`config.mk`:
```
export PLATFORM = sky130hd
export DESIGN_NAME = adam_sqrt_cell
export DESIGN_NICKNAME = d
export VERILOG_FILES = /design/src/rtl/adam_pkg.sv /design/src/rtl/adam_sqrt_cell.sv
export SDC_FILE = /design/constraint.sdc
export NUM_CORES = 1
export LEC_CHECK = 0
export ABC_AREA = 1
export BUFFER_PORTS_ARGS = -buffer_cell sky130_fd_sc_hd__buf_2
export CELL_PAD_IN_SITES_DETAIL_PLACEMENT = 1
export CELL_PAD_IN_SITES_GLOBAL_PLACEMENT = 1
export CORE_ASPECT_RATIO = 0.9
export CORE_UTILIZATION = 39
export DETAILED_ROUTE_END_ITERATION = 10
export GPL_TIMING_DRIVEN = 0
export HOLD_SLACK_MARGIN = 0.03
export MAX_ROUTING_LAYER = met4
export PLACE_DENSITY = 0.93
export SLEW_MARGIN = 40
export SYNTH_ARGS = -nofsm -noshare
export SYNTH_HDL_FRONTEND = slang
export SYNTH_SLANG_ARGS = --single-unit
```
`constraint.sdc`:
```
create_clock -name clk -period 2.8 [get_ports clk]
set_input_delay 0.42 -clock clk [delete_from_list [all_inputs] [get_ports clk]]
set_output_delay 0.42 -clock clk [all_outputs]
set_load 0.01 [all_outputs]
```
`src/rtl/adam_pkg.sv`:
```
// adam_pkg: shared widths, register indexes and cell state types for the
// adam optimizer update unit. No dependencies.
package adam_pkg;

  // configuration register indexes
  localparam logic [2:0] REG_BETA_FIRST        = 3'd0;
  localparam logic [2:0] REG_BETA_SECOND       = 3'd1;
  localparam logic [2:0] REG_BETA_FIRST_POWER  = 3'd2;
  localparam logic [2:0] REG_BETA_SECOND_POWER = 3'd3;
  localparam logic [2:0] REG_STEP_SIZE         = 3'd4;
  localparam logic [2:0] REG_DENOMINATOR_FLOOR = 3'd5;

  localparam int CFG_W = 24;

  // long division cell row: numerator, divisor widths
  localparam int DIV_N = 56;
  localparam int DIV_D = 41;

  // square root cell row: radicand, root, partial remainder widths
  localparam int SQ_X   = 64;
  localparam int SQ_R   = 32;
  localparam int SQ_REM = 35;

  typedef struct packed {
    logic [DIV_D-1:0] rem;
    logic [DIV_N-1:0] num;
    logic [DIV_N-1:0] quo;
    logic [DIV_D-1:0] den;
  } div_st_t;

  typedef struct packed {
    logic [SQ_REM-1:0] rem;
    logic [SQ_X-1:0]   x;
    logic [SQ_R-1:0]   root;
  } sq_st_t;

  // element data riding beside the arithmetic cells
  typedef struct packed {
    logic [31:0] w;
    logic [31:0] m_new;
    logic [30:0] v_new;
    logic        last;
    logic        neg;
  } side_t;

endpackage

```
`src/rtl/adam_sqrt_cell.sv`:
```
// adam_sqrt_cell: one digit-by-digit integer square root step, one root bit
// per cell. Depends on adam_pkg.
module adam_sqrt_cell (
  input  logic            clk,
  input  logic            en,
  input  adam_pkg::sq_st_t st_i,
  output adam_pkg::sq_st_t st_o
);
  import adam_pkg::*;

  sq_st_t            st_r;
  sq_st_t            st_nxt;
  logic [SQ_REM+1:0] trial;
  logic [SQ_REM+1:0] t;
  logic [SQ_REM+1:0] diff;
  logic              ge;

  // bring down two radicand bits, try root*4+1
  always_comb begin
    trial       = {st_i.rem, st_i.x[SQ_X-1:SQ_X-2]};
    t           = (SQ_REM+2)'({st_i.root, 2'b01});
    diff        = trial - t;
    ge          = (trial >= t);
    st_nxt.rem  = ge ? diff[SQ_REM-1:0] : trial[SQ_REM-1:0];
    st_nxt.x    = {st_i.x[SQ_X-3:0], 2'b00};
    st_nxt.root = {st_i.root[SQ_R-2:0], ge};
  end

  always_ff @(posedge clk) begin
    if (en) begin
      st_r <= st_nxt;
    end
  end

  assign st_o = st_r;

endmodule

```
==> implementation parameters <==
Parameter                              Value

Clock tree
  Hold-fix buffers at CTS ... 0
  CTS Buf Count ... 17
  Maximum level of the CTS H-tree ... 4
  Clock tree from TritonCTS ... yes
  CTS resizes ... 0
  Clock Sinks ... 129
  Number of buffers between clock root and the deepest sink ... 2
  Root buffer cell ... sky130_fd_sc_hd__clkbuf_16
  Clock edge transition at the registers on the reported setup and hold paths ... 0.07 ns
  Setup Buffers After CTS ... 0

STA
  Minimum clock period ... between 2 and 2.5 ns
  Final period utilization ... 0.836
  Final Max Slew Viols ... 0
  Worst-case setup margin in the final layout ... 0.459 ns
  Total setup violations reported at the end of the flow ... 0
  Final hold violation count ... 0
  Maximum achievable frequency ... 427 MHz
  RSZ-0062 raised after global routing ... no
  Fin Setup TNS ... 0 ns

Route
  Via Count ... 6410
  Drt initial violations ... 231
  Count of nets left with antenna violations after detail routing ... 0
  Average vias per placed instance ... roughly 4.8
  Wire length per cell ... 18.8 um
  Final WL ... 25200 um
  Detailed-route DRC error count ... 0
  Number of optimization iterations in the first detailed-route pass ... 4

Synth
  Netlist area before placement ... 7060 um2
  Synth top area share ... 0.549
  Synth top area cells ... sky130_fd_sc_hd__edfxtp_1 55%, sky130_fd_sc_hd__nand2_1 16%, sky130_fd_sc_hd__inv_1 7.5%
  Count of warnings emitted by yosys ... 0
  Leading area contributor after synthesis ... sky130_fd_sc_hd__edfxtp_1
  Number of distinct library cell variants in the gate-level netlist after synthesis ... 30
  FF+latch count, synth ... around 130
  Avg Inst Size Synth ... between 8 and 9 um2
  Gate Count Post-Synth ... 803
  Share of synthesized area occupied by flip-flops and latches ... 0.549

Floorplanning
  Initial core utilization ... 0.400
  Io pins ... roughly 260
  Row count ... 46
  Height of the die ... 130 um
  Core box area ... 17700 um2
  X dimension of the die ... approximately 140 um
  Die outline area ... roughly 19000 um2

Setup path
  Critical Path Start Type ... input pin
  Required time of the critical path ... 2.97 ns
  Classification of the worst setup path ... in -> reg
  Crit end category ... register
  CP Max Fanout ... 10
  Data arrival time at the worst-slack endpoint ... 2.51 ns

Placement
  Placed Cells ... approximately 1300
  Last weighted congestion value of the routability-driven placer ... 0.894
  Worst slack at placement ... 0.150 ns
  # port buffers ... 261
  HPWL after detailed placement ... 19100 um

Final layout
  Filler cells ... 2161
  Max reg flops ... 129
  Share of post-route cells with drive strength above 1 ... 0.285
  Fin nets ... ~1300
  Commonest non-fill, non-tap cell in the layout ... sky130_fd_sc_hd__nand2_1
  Highest-count cells in the layout ignoring fill and taps ... 300 x sky130_fd_sc_hd__nand2_1, 261 x sky130_fd_sc_hd__buf_2, 141 x sky130_fd_sc_hd__inv_1, 129 x sky130_fd_sc_hd__edfxtp_1, 63 x sky130_fd_sc_hd__nor2_1
  Non-Filler Instances ... 1339
  Utilization after layout ... 0.526
  Area delta synth->final ... 31.7%

Run
  Max-Cap Viols ... 0

Global routing
  Global-route total usage across every layer ... 0.281
  Maximum number of pins on one net before global-route repair ... 84
  Number of global-route vias before repair ... 6797
  Initial antenna violation count ... 1
  Global-route wire length before repair ... 37400 um
  Final global-route overflow total ... 0

Pwr
  Leakage power figure ... 4.74 nW
  Cell Pwr Density ... 626 nW/um2
  Worst-case vdd ir drop ... 0.408 mV
  Total chip power ... 5.82 mW

Min path
  Hold Crit Class ... in -> reg

Outcome
  Outcome ... finished clean
## path summary, 6_finish.rpt
kind	cells after the start	startpoint	endpoint
hold / removal	1	st_i[83]	st_o[85]
setup / recovery	15	st_i[15]	st_o[110]
## cell type report
cell class                      instances  area [um2]  area share
Antenna cell                            1        2.50    0.000269
Buffer                                  9        76.3     0.00821
Clock buffer                           17         425      0.0457
Clock inverter                         15         161      0.0174
Inverter                              142         536      0.0576
Multi-Input combinational cell        524        2580       0.277
Sequential cell                       129        3870       0.417
Tap cell                              240         300      0.0323
Timing Repair Buffer                  262        1340       0.145
## per-stage QoR
step	hold slack (ns)	area [um2]
finish	0.161	9300
global route	0.147	9300
CTS	0.152	9300
detailed placement	0.598	8710
global placement	0.597	8670
floorplan	0.519	7070
## synth_stat cells (all sizes together)
library cell	number
a21o	1
a21oi	23
and2	2
buf	9
conb	1
edfxtp	129
ha	34
inv	142
nand2	302
nand3	43
nand3b	7
nand4	6
nor2	65
nor3	7
o21ai	8
o21bai	6
or3	1
xnor2	1
xor2	16
## layer usage
layer | up-vias | GRT usage | part of all wire
met2 | 205 | 0.504 | 0.51
met5 | - | - | 0
met1 | 3040 | 0.309 | 0.40
met3 | 36 | 0.0632 | 0.068
met4 | 0 | 0.0895 | 0.023
li1 | 3129 | - | -
## kinds of logic after synthesis
kind of cell	after synthesis	synth area share
XOR/XNOR	17	0.0211
AND/OR/NAND/NOR	433	0.252
adder cells (fa/ha/maj)	34	0.0602
buffers and inverters	151	0.0866
other	1	0.000531
AO/OA/AOI/OAI	38	0.0305
flip-flops	129	0.549
## where the power goes
part	total, mW	internal, mW	switching, mW
Clock	2.22	1.20	1.03
Combinational	1.18	0.425	0.755
Sequential	2.41	2.36	0.0532
## critical path, stage by stage
cell,delay [ns]
sky130_fd_sc_hd__buf_2,0.11
sky130_fd_sc_hd__inv_1,0.05
sky130_fd_sc_hd__ha_1,0.39
sky130_fd_sc_hd__nand2_1,0.14
sky130_fd_sc_hd__nor2_2,0.19
sky130_fd_sc_hd__nand2_1,0.15
sky130_fd_sc_hd__nor2_1,0.13
sky130_fd_sc_hd__nand2_1,0.07
sky130_fd_sc_hd__nand3_2,0.16
sky130_fd_sc_hd__nand3_4,0.12
sky130_fd_sc_hd__nand2_8,0.12
sky130_fd_sc_hd__inv_4,0.09
sky130_fd_sc_hd__buf_6,0.16
sky130_fd_sc_hd__nand2_1,0.09
sky130_fd_sc_hd__nand2_1,0.10
No activity file was read; power rests on OpenSTA's default activity.
