## config.mk

```make
export PLATFORM = sky130hd
export DESIGN_NAME = adam_div_cell
export DESIGN_NICKNAME = d
export VERILOG_FILES = /design/src/rtl/adam_pkg.sv /design/src/rtl/adam_div_cell.sv
export SDC_FILE = /design/constraint.sdc
export NUM_CORES = 1
export LEC_CHECK = 0
export BUFFER_PORTS_ARGS = -buffer_cell sky130_fd_sc_hd__buf_2
export CORE_AREA = 2 2 153 155
export DETAILED_ROUTE_END_ITERATION = 10
export DIE_AREA = 0 0 155 157
export GPL_ROUTABILITY_DRIVEN = 0
export PLACE_DENSITY = 0.68
export SLEW_MARGIN = 20
export SYNTH_ARGS = -nofsm -noshare
export SYNTH_HDL_FRONTEND = slang
export SYNTH_SLANG_ARGS = --single-unit
```

## constraint.sdc

```tcl
create_clock -name clk -period 4.6 [get_ports clk]
set_clock_uncertainty 0.2 [all_clocks]
set_input_delay 1.15 -clock clk [delete_from_list [all_inputs] [get_ports clk]]
set_output_delay 1.15 -clock clk [all_outputs]
set_load 0.01 [all_outputs]
```

## src/rtl/adam_pkg.sv

```systemverilog
// adam_pkg: shared widths, register indexes and cell state types for the
// adam optimizer update unit. No dependencies.
package adam_pkg;

  // configuration register indexes
  localparam logic [2:0] REG_BETA_FIRST        = 3'd0;
  localparam logic [2:0] REG_BETA_SECOND       = 3'd1;
  localparam logic [2:0] REG_BETA_FIRST_POWER  = 3'd2;
  localparam logic [2:0] REG_BETA_SECOND_POWER = 3'd3;
  localparam logic [2:0] REG_STEP_SIZE         = 3'd4;
  localparam logic [2:0] REG_DENOMINATOR_FLOOR = 3'd5;

  localparam int CFG_W = 24;

  // long division cell row: numerator, divisor widths
  localparam int DIV_N = 56;
  localparam int DIV_D = 41;

  // square root cell row: radicand, root, partial remainder widths
  localparam int SQ_X   = 64;
  localparam int SQ_R   = 32;
  localparam int SQ_REM = 35;

  typedef struct packed {
    logic [DIV_D-1:0] rem;
    logic [DIV_N-1:0] num;
    logic [DIV_N-1:0] quo;
    logic [DIV_D-1:0] den;
  } div_st_t;

  typedef struct packed {
    logic [SQ_REM-1:0] rem;
    logic [SQ_X-1:0]   x;
    logic [SQ_R-1:0]   root;
  } sq_st_t;

  // element data riding beside the arithmetic cells
  typedef struct packed {
    logic [31:0] w;
    logic [31:0] m_new;
    logic [30:0] v_new;
    logic        last;
    logic        neg;
  } side_t;

endpackage

```

## src/rtl/adam_div_cell.sv

```systemverilog
// adam_div_cell: one restoring long-division step, one quotient bit per cell.
// Depends on adam_pkg.
module adam_div_cell (
  input  logic             clk,
  input  logic             en,
  input  adam_pkg::div_st_t st_i,
  output adam_pkg::div_st_t st_o
);
  import adam_pkg::*;

  div_st_t          st_r;
  div_st_t          st_nxt;
  logic [DIV_D:0]   trial;
  logic [DIV_D:0]   diff;
  logic             ge;

  // shift in the next numerator bit and try the divisor
  always_comb begin
    trial          = {st_i.rem, st_i.num[DIV_N-1]};
    diff           = trial - {1'b0, st_i.den};
    ge             = (trial >= {1'b0, st_i.den});
    st_nxt.rem     = ge ? diff[DIV_D-1:0] : trial[DIV_D-1:0];
    st_nxt.num     = {st_i.num[DIV_N-2:0], 1'b0};
    st_nxt.quo     = {st_i.quo[DIV_N-2:0], ge};
    st_nxt.den     = st_i.den;
  end

  always_ff @(posedge clk) begin
    if (en) begin
      st_r <= st_nxt;
    end
  end

  assign st_o = st_r;

endmodule

```

==> results of run 1 <==
## power by group through the flow
stage | Clock (mW) | Sequential [mW] | Combinational (mW)
2_1_floorplan | 0 | 2.32 | 0.372
6_report | 1.48 | 2.18 | 0.888
5_1_grt | 1.57 | 2.19 | 0.972
3_3_place_gp | 0 | 2.21 | 0.878
3_5_place_dp | 0 | 2.21 | 0.889
4_1_cts | 1.51 | 2.18 | 0.895
## layout make-up
class	count	area, um^2	share of cell area
timing repair buffer	403	2103	0.1778
clock buffer	17	425.4	0.03596
clock inverter	14	165.2	0.01396
inverter	57	214.0	0.01809
tap	285	356.6	0.03014
multi-input combinational	412	2770	0.2342
sequential	193	5796	0.4899
## synthesized netlist by cell type (all sizes together), types with 9 or more instances
master    n
nand3     9
inv      57
a21o     11
o21ai    57
nor2     24
xor2     14
ha       41
o211ai   12
nand2    71
clkbuf   11
nand4    12
buf      12
xnor2    19
a21oi    47
edfxtp  193
## worst paths after layout
check | endpoint | slack [ps] | cells past startpoint
max | st_o[191] | 580 | 14
min | st_o[124] | 690 | 1
## kinds of logic after synthesis
group	count (synthesis)	share of synthesized area
buffers and inverters	80	0.04064
AO/OA/AOI/OAI	180	0.1319
XOR/XNOR	33	0.03237
adder cells (fa/ha/maj)	42	0.05970
multiplexers	6	0.007427
flip-flops	193	0.6491
other	1	0.0004200
AND/OR/NAND/NOR	150	0.07848
## metrics by stage
step | util | area [um^2] | instances
finish | 0.5257 | 11830 | 1381
global route | 0.5257 | 11830 | 1381
CTS | 0.5257 | 11830 | 1381
detailed placement | 0.4995 | 11240 | 1350
global placement | 0.4995 | 11240 | 1350
floorplan | - | 8929 | 685
## layer usage
| layer | vias to the layer above | global-route usage | share of wire |
|---|---|---|---|
| met5 | - | 0 | 0.0025 |
| met4 | 10 | 0.05203 | 0.014 |
| met3 | 34 | 0.06333 | 0.084 |
| met2 | 288 | 0.3763 | 0.51 |
| li1 | 3370 | - | - |
| met1 | 3380 | 0.2480 | 0.39 |
## cells in the final DEF (no fill, tap or decap), types with 3 or more instances in the layout
cell type / instances
nor2_1: 24
o21bai_1: 8
o21a_1: 6
o211ai_1: 11
and3_1: 5
a311oi_1: 3
a21oi_2: 4
o22ai_1: 3
nand3_1: 9
buf_12: 3
o21ai_0: 44
nand2_1: 71
buf_2: 386
clkinv_8: 3
o21ai_1: 12
xor2_1: 14
edfxtp_1: 193
nor2b_1: 3
inv_1: 57
nand4_1: 12
nor3_1: 7
nand2b_1: 6
mux2_1: 5
xnor2_1: 19
a21oi_1: 43
clkinv_4: 5
inv_8: 5
clkbuf_16: 17
a21o_1: 11
buf_4: 13
ha_1: 41
==> impl_metrics.py, run 1 <==
metrics = {
    "run_status": {
        "status": "complete, no violations",
    },
    "floorplan": {
        "die_h_um": 157,
        "coreArea_mm2": 0.02250,
        "dieWidth_um": 155,
        "ios": 390,
        "rows": 55,
        "initial_core_util": 0.3968,
        "die_area_mm2": 0.02434,
    },
    "global_routing": {
        "overflow": 0,
        "track_usage": 0.2103,
        "grt_pass1_vias": 6827,
        "antenna_found_initial": 9,
        "grt_pass1_wl_um": 38590,
        "grt_max_degree": 92,
    },
    "layout": {
        "fillers": 2011,
        "drive_gt1_frac": 0.4069,
        "largest_reg_flops": 193,
        "finalNetCount": 1322,
        "antenna_cells": 0,
        "area_growth_pct": 32.50,
    },
    "setup_path": {
        "cp-end-kind": "register",
        "worstPathRequired_ps": 4580,
        "path_max_fanout": 3,
        "critPathLaunchType": "input port",
        "crit_buf_inv": 4,
        "path_cells": "buf_2 -> inv_1 -> ha_1 -> inv_1 -> fa_1 -> a21o_1 -> a22o_1 -> o31a_1 -> a2111o_1 -> a21oi_2 -> buf_4 -> o21ai_2 -> mux2_1 -> a32o_1",
        "critical_path_class": "in2reg",
        "critPathMaxStageDelay_ps": 410,
        "cpMostUsedCell": "inv_1",
        "crit_path_start": "st_i[152]",
        "crit_slowest_cell": "fa_1",
        "cp_data_arrival_time_ps": 4010,
        "cpLargestDelayFamily": "compound AO/OA/AOI/OAI gates",
    },
    "detailed_routing": {
        "via_per_inst": 5.128,
        "first_iter_violations": 351,
        "drc": 0,
        "vias": 7082,
        "antenna_left": 0,
        "first_pass_iters": 5,
        "wl_per_cell_um": 19.27,
        "wirelength_um": 26610,
    },
    "sta": {
        "rsz0062_at_grt": "no",
        "tns_ps": 0,
        "final-hold-violation-count": 0,
        "holdWs_ps": 691.3,
        "worstMarginPinSlew_ps": 779.0,
        "setup_viol_count_final": 0,
        "fin_crit_ps": 4024,
        "post-route-period-util": 0.8749,
        "clock.fmax_mhz": 248.5,
        "maxSlewViolCount": 0,
        "max-slew-margin-rel": 0.4807,
        "setup_slack_ps": 575.5,
    },
    "logic_synthesis": {
        "synth_top_area_share": 0.6491,
        "syn_avg_cell_area_um2": 13.03,
        "syn-cell-area_mm2": 0.008929,
        "synthCells": 685,
        "synthTopCellsByArea": "edfxtp_1 65%, ha_1 5.7%, nand2_1 3.0%",
        "synth_area_leader_cell": "edfxtp_1",
        "synth-seq-area-share": 0.6491,
        "synthArstFlopShare": 0,
        "synth_enable_flop_cells": 193,
        "yosys_warnings": 0,
        "synthDistinctLibCells": 69,
        "ys_ff_latch": 193,
        "synthesis.nets": 923,
        "dominantRegCellSynth": "edfxtp_1",
    },
    "power_and_ir_drop": {
        "p_per_area_mw_per_mm2": 384.1,
        "p_int_mw": 3.236,
        "comb_power_share": 0.195,
        "ir_drop_v": 0.0002456,
        "p_sw_frac": 0.2877,
        "power.leakage_nw": 5.160,
        "p_sw_mw": 1.307,
        "power_mw": 4.543,
        "power.share.clock": 0.325,
        "seq_power_share": 0.479,
    },
    "clocking": {
        "ctsResizeCount": 0,
        "cts_root_buf": "clkbuf_16",
        "cts_buffers": 17,
        "cts_setup_buffers": 0,
        "h-tree-depth": 4,
        "cts.reportedPaths.clkPinSlew_ps": 80,
        "tritoncts": "yes",
        "hold_buffers": 0,
        "clock-sinks": 193,
        "clockBufferDepth": 2,
    },
    "flow_run": {
        "maxCapViolCount": 0,
    },
    "place": {
        "port_buffers": 387,
        "dpl_worst_slack_ps": 115.8,
        "dp_hpwl_um": 20890,
    },
    "min_path": {
        "worstHoldStart": "st_i[123]",
        "hold_class": "in2reg",
    },
}
(Power assumes the default switching activity.)
==> run 2, diff against run 1 <==
--- a/config.mk
+++ b/config.mk
@@ -5,12 +5,13 @@
 export SDC_FILE = /design/constraint.sdc
 export NUM_CORES = 1
 export LEC_CHECK = 0
+export ABC_AREA = 1
 export BUFFER_PORTS_ARGS = -buffer_cell sky130_fd_sc_hd__buf_2
-export CORE_AREA = 2 2 153 155
+export CORE_AREA = 2 2 149 151
 export DETAILED_ROUTE_END_ITERATION = 10
-export DIE_AREA = 0 0 155 157
+export DIE_AREA = 0 0 151 153
 export GPL_ROUTABILITY_DRIVEN = 0
-export PLACE_DENSITY = 0.68
+export PLACE_DENSITY = 0.76
 export SLEW_MARGIN = 20
 export SYNTH_ARGS = -nofsm -noshare
 export SYNTH_HDL_FRONTEND = slang
==> run 2 against run 1 <==
Compared with the run above:
- combinational power increased by 4.8%
- global-route usage grew 5.1 points
- clock power is 3% higher
- flip-flop and latch count stayed put
- worst setup slack better by 720 ps
- largest cell class unchanged
- area after synthesis up 10%
- die area shrank 5.1%
- total power increased by 1.7%
==> impl_metrics.py, run 2 <==
metrics = {
    "logic_synthesis": {
        "synthArstFlopShare": 0,
        "synthTopCellsByCount": "331 x nand2_1, 193 x edfxtp_1, 166 x inv_1",
        "synthesis.nets": 1272,
        "synthDistinctLibCells": 31,
        "syn_avg_cell_area_um2": 9.504,
        "synth_top_family_by_area": "simple AND/OR/NAND/NOR gates",
        "syn-cell-area_mm2": 0.009827,
        "synth_compound_area_frac": 0.03069,
        "synth_top_area_share": 0.5898,
        "yosysMostFrequentCell": "nand2_1",
        "ys_ff_latch": 193,
        "synth_adder_area_share": 0.05424,
        "synthCells": 1034,
        "dominantRegCellSynth": "edfxtp_1",
        "synth-simple-area-share": 0.2298,
        "synth_xor_area_frac": 0.01961,
        "yosys_warnings": 0,
        "synth_enable_flop_cells": 193,
        "synth-seq-area-share": 0.5898,
        "synthTopCellsByArea": "edfxtp_1 59%, nand2_1 13%, inv_1 6.3%",
        "synthMuxAreaShare": 0,
        "synth_area_leader_cell": "edfxtp_1",
    },
    "setup_path": {
        "cpMostUsedCell": "nand2_1",
        "crit_slowest_cell": "ha_1",
        "crit_buf_inv": 3,
        "cp-end-kind": "register",
        "crit_path_start": "st_i[17]",
        "critPathMaxStageDelay_ps": 350,
        "worstPathRequired_ps": 4590,
        "path_max_fanout": 43,
        "critical_path_class": "in2reg",
        "path_cells": "buf_2 -> inv_1 -> ha_1 -> nand2_1 -> inv_1 -> a21oi_1 -> nand2_1 -> nand2_1 -> nand3_2 -> nand2_2 -> nand2_8 -> nand3_1 -> nand2_1",
        "cp_data_arrival_time_ps": 3290,
        "critPathLaunchType": "input port",
        "cpLargestDelayFamily": "simple AND/OR/NAND/NOR gates",
    },
    "clocking": {
        "clock-sinks": 193,
        "cts.reportedPaths.clkPinSlew_ps": 80,
        "h-tree-depth": 4,
        "tritoncts": "yes",
        "cts_setup_buffers": 0,
        "ctsResizeCount": 0,
        "cts_root_buf": "clkbuf_16",
        "cts_buffers": 17,
        "clockBufferDepth": 2,
        "hold_buffers": 0,
    },
    "place": {
        "port_buffers": 387,
        "dpl_worst_slack_ps": 839.4,
        "dpl-instance-area_mm2": 0.01208,
        "place_inst": 1692,
        "dp_hpwl_um": 24570,
    },
    "detailed_routing": {
        "antenna_left": 0,
        "via_per_inst": 4.960,
        "first_iter_violations": 608,
        "wirelength_um": 30810,
        "vias": 8580,
        "drc": 0,
        "first_pass_iters": 5,
        "wl_per_cell_um": 17.81,
    },
    "global_routing": {
        "overflow": 0,
        "antenna_found_initial": 7,
        "grt_pass1_vias": 8402,
        "track_usage": 0.2609,
        "grt_max_degree": 95,
        "grt_pass1_wl_um": 45110,
    },
    "sta": {
        "clock.fmax_mhz": 303.1,
        "worstMarginPinSlew_ps": 805.6,
        "setup_viol_count_final": 0,
        "final-hold-violation-count": 0,
        "max-slew-margin-rel": 0.4629,
        "setup_slack_ps": 1301,
        "holdWs_ps": 676.0,
        "tns_ps": 0,
        "maxSlewViolCount": 0,
        "post-route-period-util": 0.7173,
        "fin_crit_ps": 3299,
        "rsz0062_at_grt": "no",
    },
    "min_path": {
        "worstHoldStart": "st_i[128]",
        "hold_class": "in2reg",
    },
    "floorplan": {
        "ios": 390,
        "initial_core_util": 0.4574,
        "dieWidth_um": 151,
        "die_h_um": 153,
        "coreArea_mm2": 0.02149,
        "rows": 54,
        "die_area_mm2": 0.02310,
    },
    "power_and_ir_drop": {
        "ir_drop_v": 0.0002346,
        "p_per_area_mw_per_mm2": 363.6,
        "power.leakage_nw": 6.343,
        "power_mw": 4.619,
    },
    "layout": {
        "final_area_mm2": 0.01270,
        "drive_gt1_frac": 0.3158,
        "finalNetCount": 1669,
        "layout_commonest_cell": "buf_2",
        "fin_util": 0.5912,
        "area_growth_pct": 29.26,
        "layout_common_cells": "386 x buf_2, 331 x nand2_1, 193 x edfxtp_1",
        "fin_cells": 1730,
        "largest_reg_flops": 193,
    },
    "run_status": {
        "status": "complete, no violations",
    },
    "flow_run": {
        "maxCapViolCount": 0,
    },
}
==> run 2: cell types whose count changed after synthesis, sizes merged, moves of 19 or more <==
cell	previous run	this run
nand2	71	337
nand3	9	91
inv	57	175
nor2	24	83
o21ai	57	12
xnor2	19	0
==> run 2: path summary, 6_finish.rpt <==
check	cells past startpoint	endpoint	slack (ps)
worst min-delay path	1	st_o[129]	680
worst max-delay path	13	st_o[179]	1300
==> run 2: kinds of logic after synthesis <==
logic type | Yosys count
AOI/OAI and AO/OA | 55
xor gates and xnor gates | 22
adders and majority gates | 42
buffers and inverters | 188
DFF | 193
other | 1
and+or+nand+nor | 533
==> run 2: power breakdown <==
part           internal (mW)  switching, mW  leakage (nW)
Combinational          0.341          0.591          4.16
Sequential              2.13         0.0394          1.89
Clock                  0.745          0.771         0.293
Total                   3.22           1.40          6.34
==> run 2: final cells by class <==
cell class / instances / area [um^2]
Fill cell: 1929 / 8783
Sequential cell: 193 / 5796
Multi-Input combinational cell: 653 / 3289
Timing Repair Buffer: 391 / 1988
Inverter: 175 / 656.9
Clock buffer: 18 / 429.2
Tap cell: 280 / 350.3
Clock inverter: 14 / 177.7
Antenna cell: 6 / 15.01
==> run 2: metal layers <==
| metal | part of all wire | global-route usage | up-vias |
|---|---|---|---|
| met2 | 0.49 | 0.4565 | 367 |
| met3 | 0.096 | 0.08836 | 72 |
| met5 | 0.0012 | 0 | - |
| li1 | - | - | 4159 |
| met1 | 0.38 | 0.2935 | 3976 |
| met4 | 0.034 | 0.09524 | 6 |
==> run 3, diff against run 2 <==
==> constraint.sdc (replaced) <==
create_clock -name clk -period 3.1 [get_ports clk]
set_clock_uncertainty 0.2 [all_clocks]
set_input_delay 0.775 -clock clk [delete_from_list [all_inputs] [get_ports clk]]
set_output_delay 0.775 -clock clk [all_outputs]
set_load 0.01 [all_outputs]
==> run 3 against run 2 <==
Compared with the run above:
- sequential share of layout area shrank 0.60 points
- first-iteration DRC count grew 13%
- clock power grew 47%
- total power grew 49%
- critical path depth is the same
- flip-flop and latch count is the same
- routed wire length grew 0.88%
- utilization grew 0.79 points
- non-clock buffer count grew 17
==> impl_metrics.py, run 3 (synthesis results as in run 2) <==
metrics = {
    "run_status": {
        "status": "complete, no violations",
    },
    "setup_path": {
        "path_max_fanout": 28,
        "cpMostUsedCell": "nand2_1",
        "critical_path_class": "in2reg",
        "worstPathRequired_ps": 3210,
        "critPathMaxStageDelay_ps": 350,
        "critPathLaunchType": "input port",
        "path_cells": "buf_2 -> inv_1 -> ha_1 -> nand2_1 -> inv_1 -> a21oi_1 -> nand2_1 -> nand2_1 -> nand3_2 -> nand2_2 -> buf_4 -> nand3_1 -> nand2_1",
        "cp_data_arrival_time_ps": 2820,
        "crit_slowest_cell": "ha_1",
        "cp-end-kind": "register",
    },
    "sta": {
        "final-hold-violation-count": 0,
        "rsz0062_at_grt": "no",
        "fin_crit_ps": 2704,
        "setup_viol_count_final": 0,
        "holdWs_ps": 297.2,
        "maxSlewViolCount": 0,
        "worstMarginPinSlew_ps": 713.9,
        "post-route-period-util": 0.8723,
        "max-slew-margin-rel": 0.5241,
        "clock.fmax_mhz": 369.8,
    },
    "power_and_ir_drop": {
        "p_per_area_mw_per_mm2": 534.9,
        "ir_drop_v": 0.0003218,
        "power.leakage_nw": 6.443,
        "power_mw": 6.885,
    },
    "place": {
        "dpl-instance-area_mm2": 0.01225,
        "place_inst": 1709,
        "port_buffers": 387,
        "dp_hpwl_um": 24700,
    },
    "floorplan": {
        "coreArea_mm2": 0.02149,
        "ios": 390,
        "die_h_um": 153,
        "initial_core_util": 0.4574,
        "rows": 54,
        "dieWidth_um": 151,
        "die_area_mm2": 0.02310,
    },
    "layout": {
        "fin_cells": 1746,
        "layout_common_cells": "386 x buf_2, 331 x nand2_1, 193 x edfxtp_1",
        "drive_gt1_frac": 0.3238,
        "largest_reg_flops": 193,
        "layout_commonest_cell": "buf_2",
        "area_growth_pct": 30.99,
        "fillers": 1901,
        "fin_util": 0.5991,
        "multiInputGateArea_mm2": 0.003289,
        "final_area_mm2": 0.01287,
        "finalNetCount": 1686,
        "seqCellArea_mm2": 0.005796,
    },
    "global_routing": {
        "grt_pass1_vias": 8382,
        "track_usage": 0.2641,
        "grt_pass1_wl_um": 45840,
        "grt_max_degree": 123,
        "overflow": 0,
        "antenna_found_initial": 7,
    },
    "detailed_routing": {
        "wirelength_um": 31080,
        "wl_per_cell_um": 17.80,
        "m1WireLength_um": 11560,
        "via_per_inst": 4.958,
        "antenna_left": 0,
        "vias": 8657,
        "first_iter_violations": 686,
        "wl_met3_um": 3350,
        "first_pass_iters": 7,
        "drc": 0,
        "dr.max_layer_used": "met5",
        "met2_length_um": 14990,
    },
    "clocking": {
        "clockBufferDepth": 2,
        "hold_buffers": 0,
        "cts_buffers": 17,
        "cts_root_buf": "clkbuf_16",
        "ctsResizeCount": 0,
        "tritoncts": "yes",
        "h-tree-depth": 4,
        "cts_setup_buffers": 0,
        "cts.reportedPaths.clkPinSlew_ps": 90,
        "clock-sinks": 193,
    },
    "min_path": {
        "hold_class": "in2reg",
        "worstHoldPathCells": 1,
    },
    "flow_run": {
        "maxCapViolCount": 0,
    },
}
==> run 3: cell types whose count changed in the layout (fill, tap and decap cells not counted), sizes merged <==
cell	before	now
diode	6	5
clkinv	5	9
buf	390	407
inv	184	180
==> run 3: per-stage QoR <==
step	setup slack, ps	setup TNS (ps)
after global routing	250.4	0
after detailed placement	-28.26	-179.5
final	396.0	0
after floorplan	428.7	0
after CTS	436.3	0
after global placement	66.55	0
==> run 3: final cells by class <==
class	count	area share
antenna	5	0.0009720
clock buffer	18	0.03334
clock inverter	14	0.01439
inverter	175	0.05103
multi-input combinational	653	0.2555
sequential	193	0.4502
tap	280	0.02722
timing repair buffer	408	0.1673
==> run 3: worst paths after layout <==
check,end,start,slack [ps]
worst max-delay path,st_o[186],st_i[17],400
worst min-delay path,st_o[139],st_i[138],300
==> run 3: power by group <==
group	internal (mW)	total, mW	switching (mW)
registers	3.16	3.22	0.0607
clock network	1.10	2.24	1.14
logic	0.533	1.42	0.887
==> run 3: critical path: cells and delay by family <==
| family | cells | cell delay, ps |
|---|---|---|
| compound gates | 1 | 230 |
| fa+ha+maj | 1 | 350 |
| buf+inv | 4 | 590 |
| simple gates | 7 | 850 |
==> run 3: metal layers <==
layer  global-route usage  up-vias
li1                     -     4191
met1               0.3030     3977
met2               0.4502      395
met3              0.09134       88
met4               0.1046        6
met5                    0        -
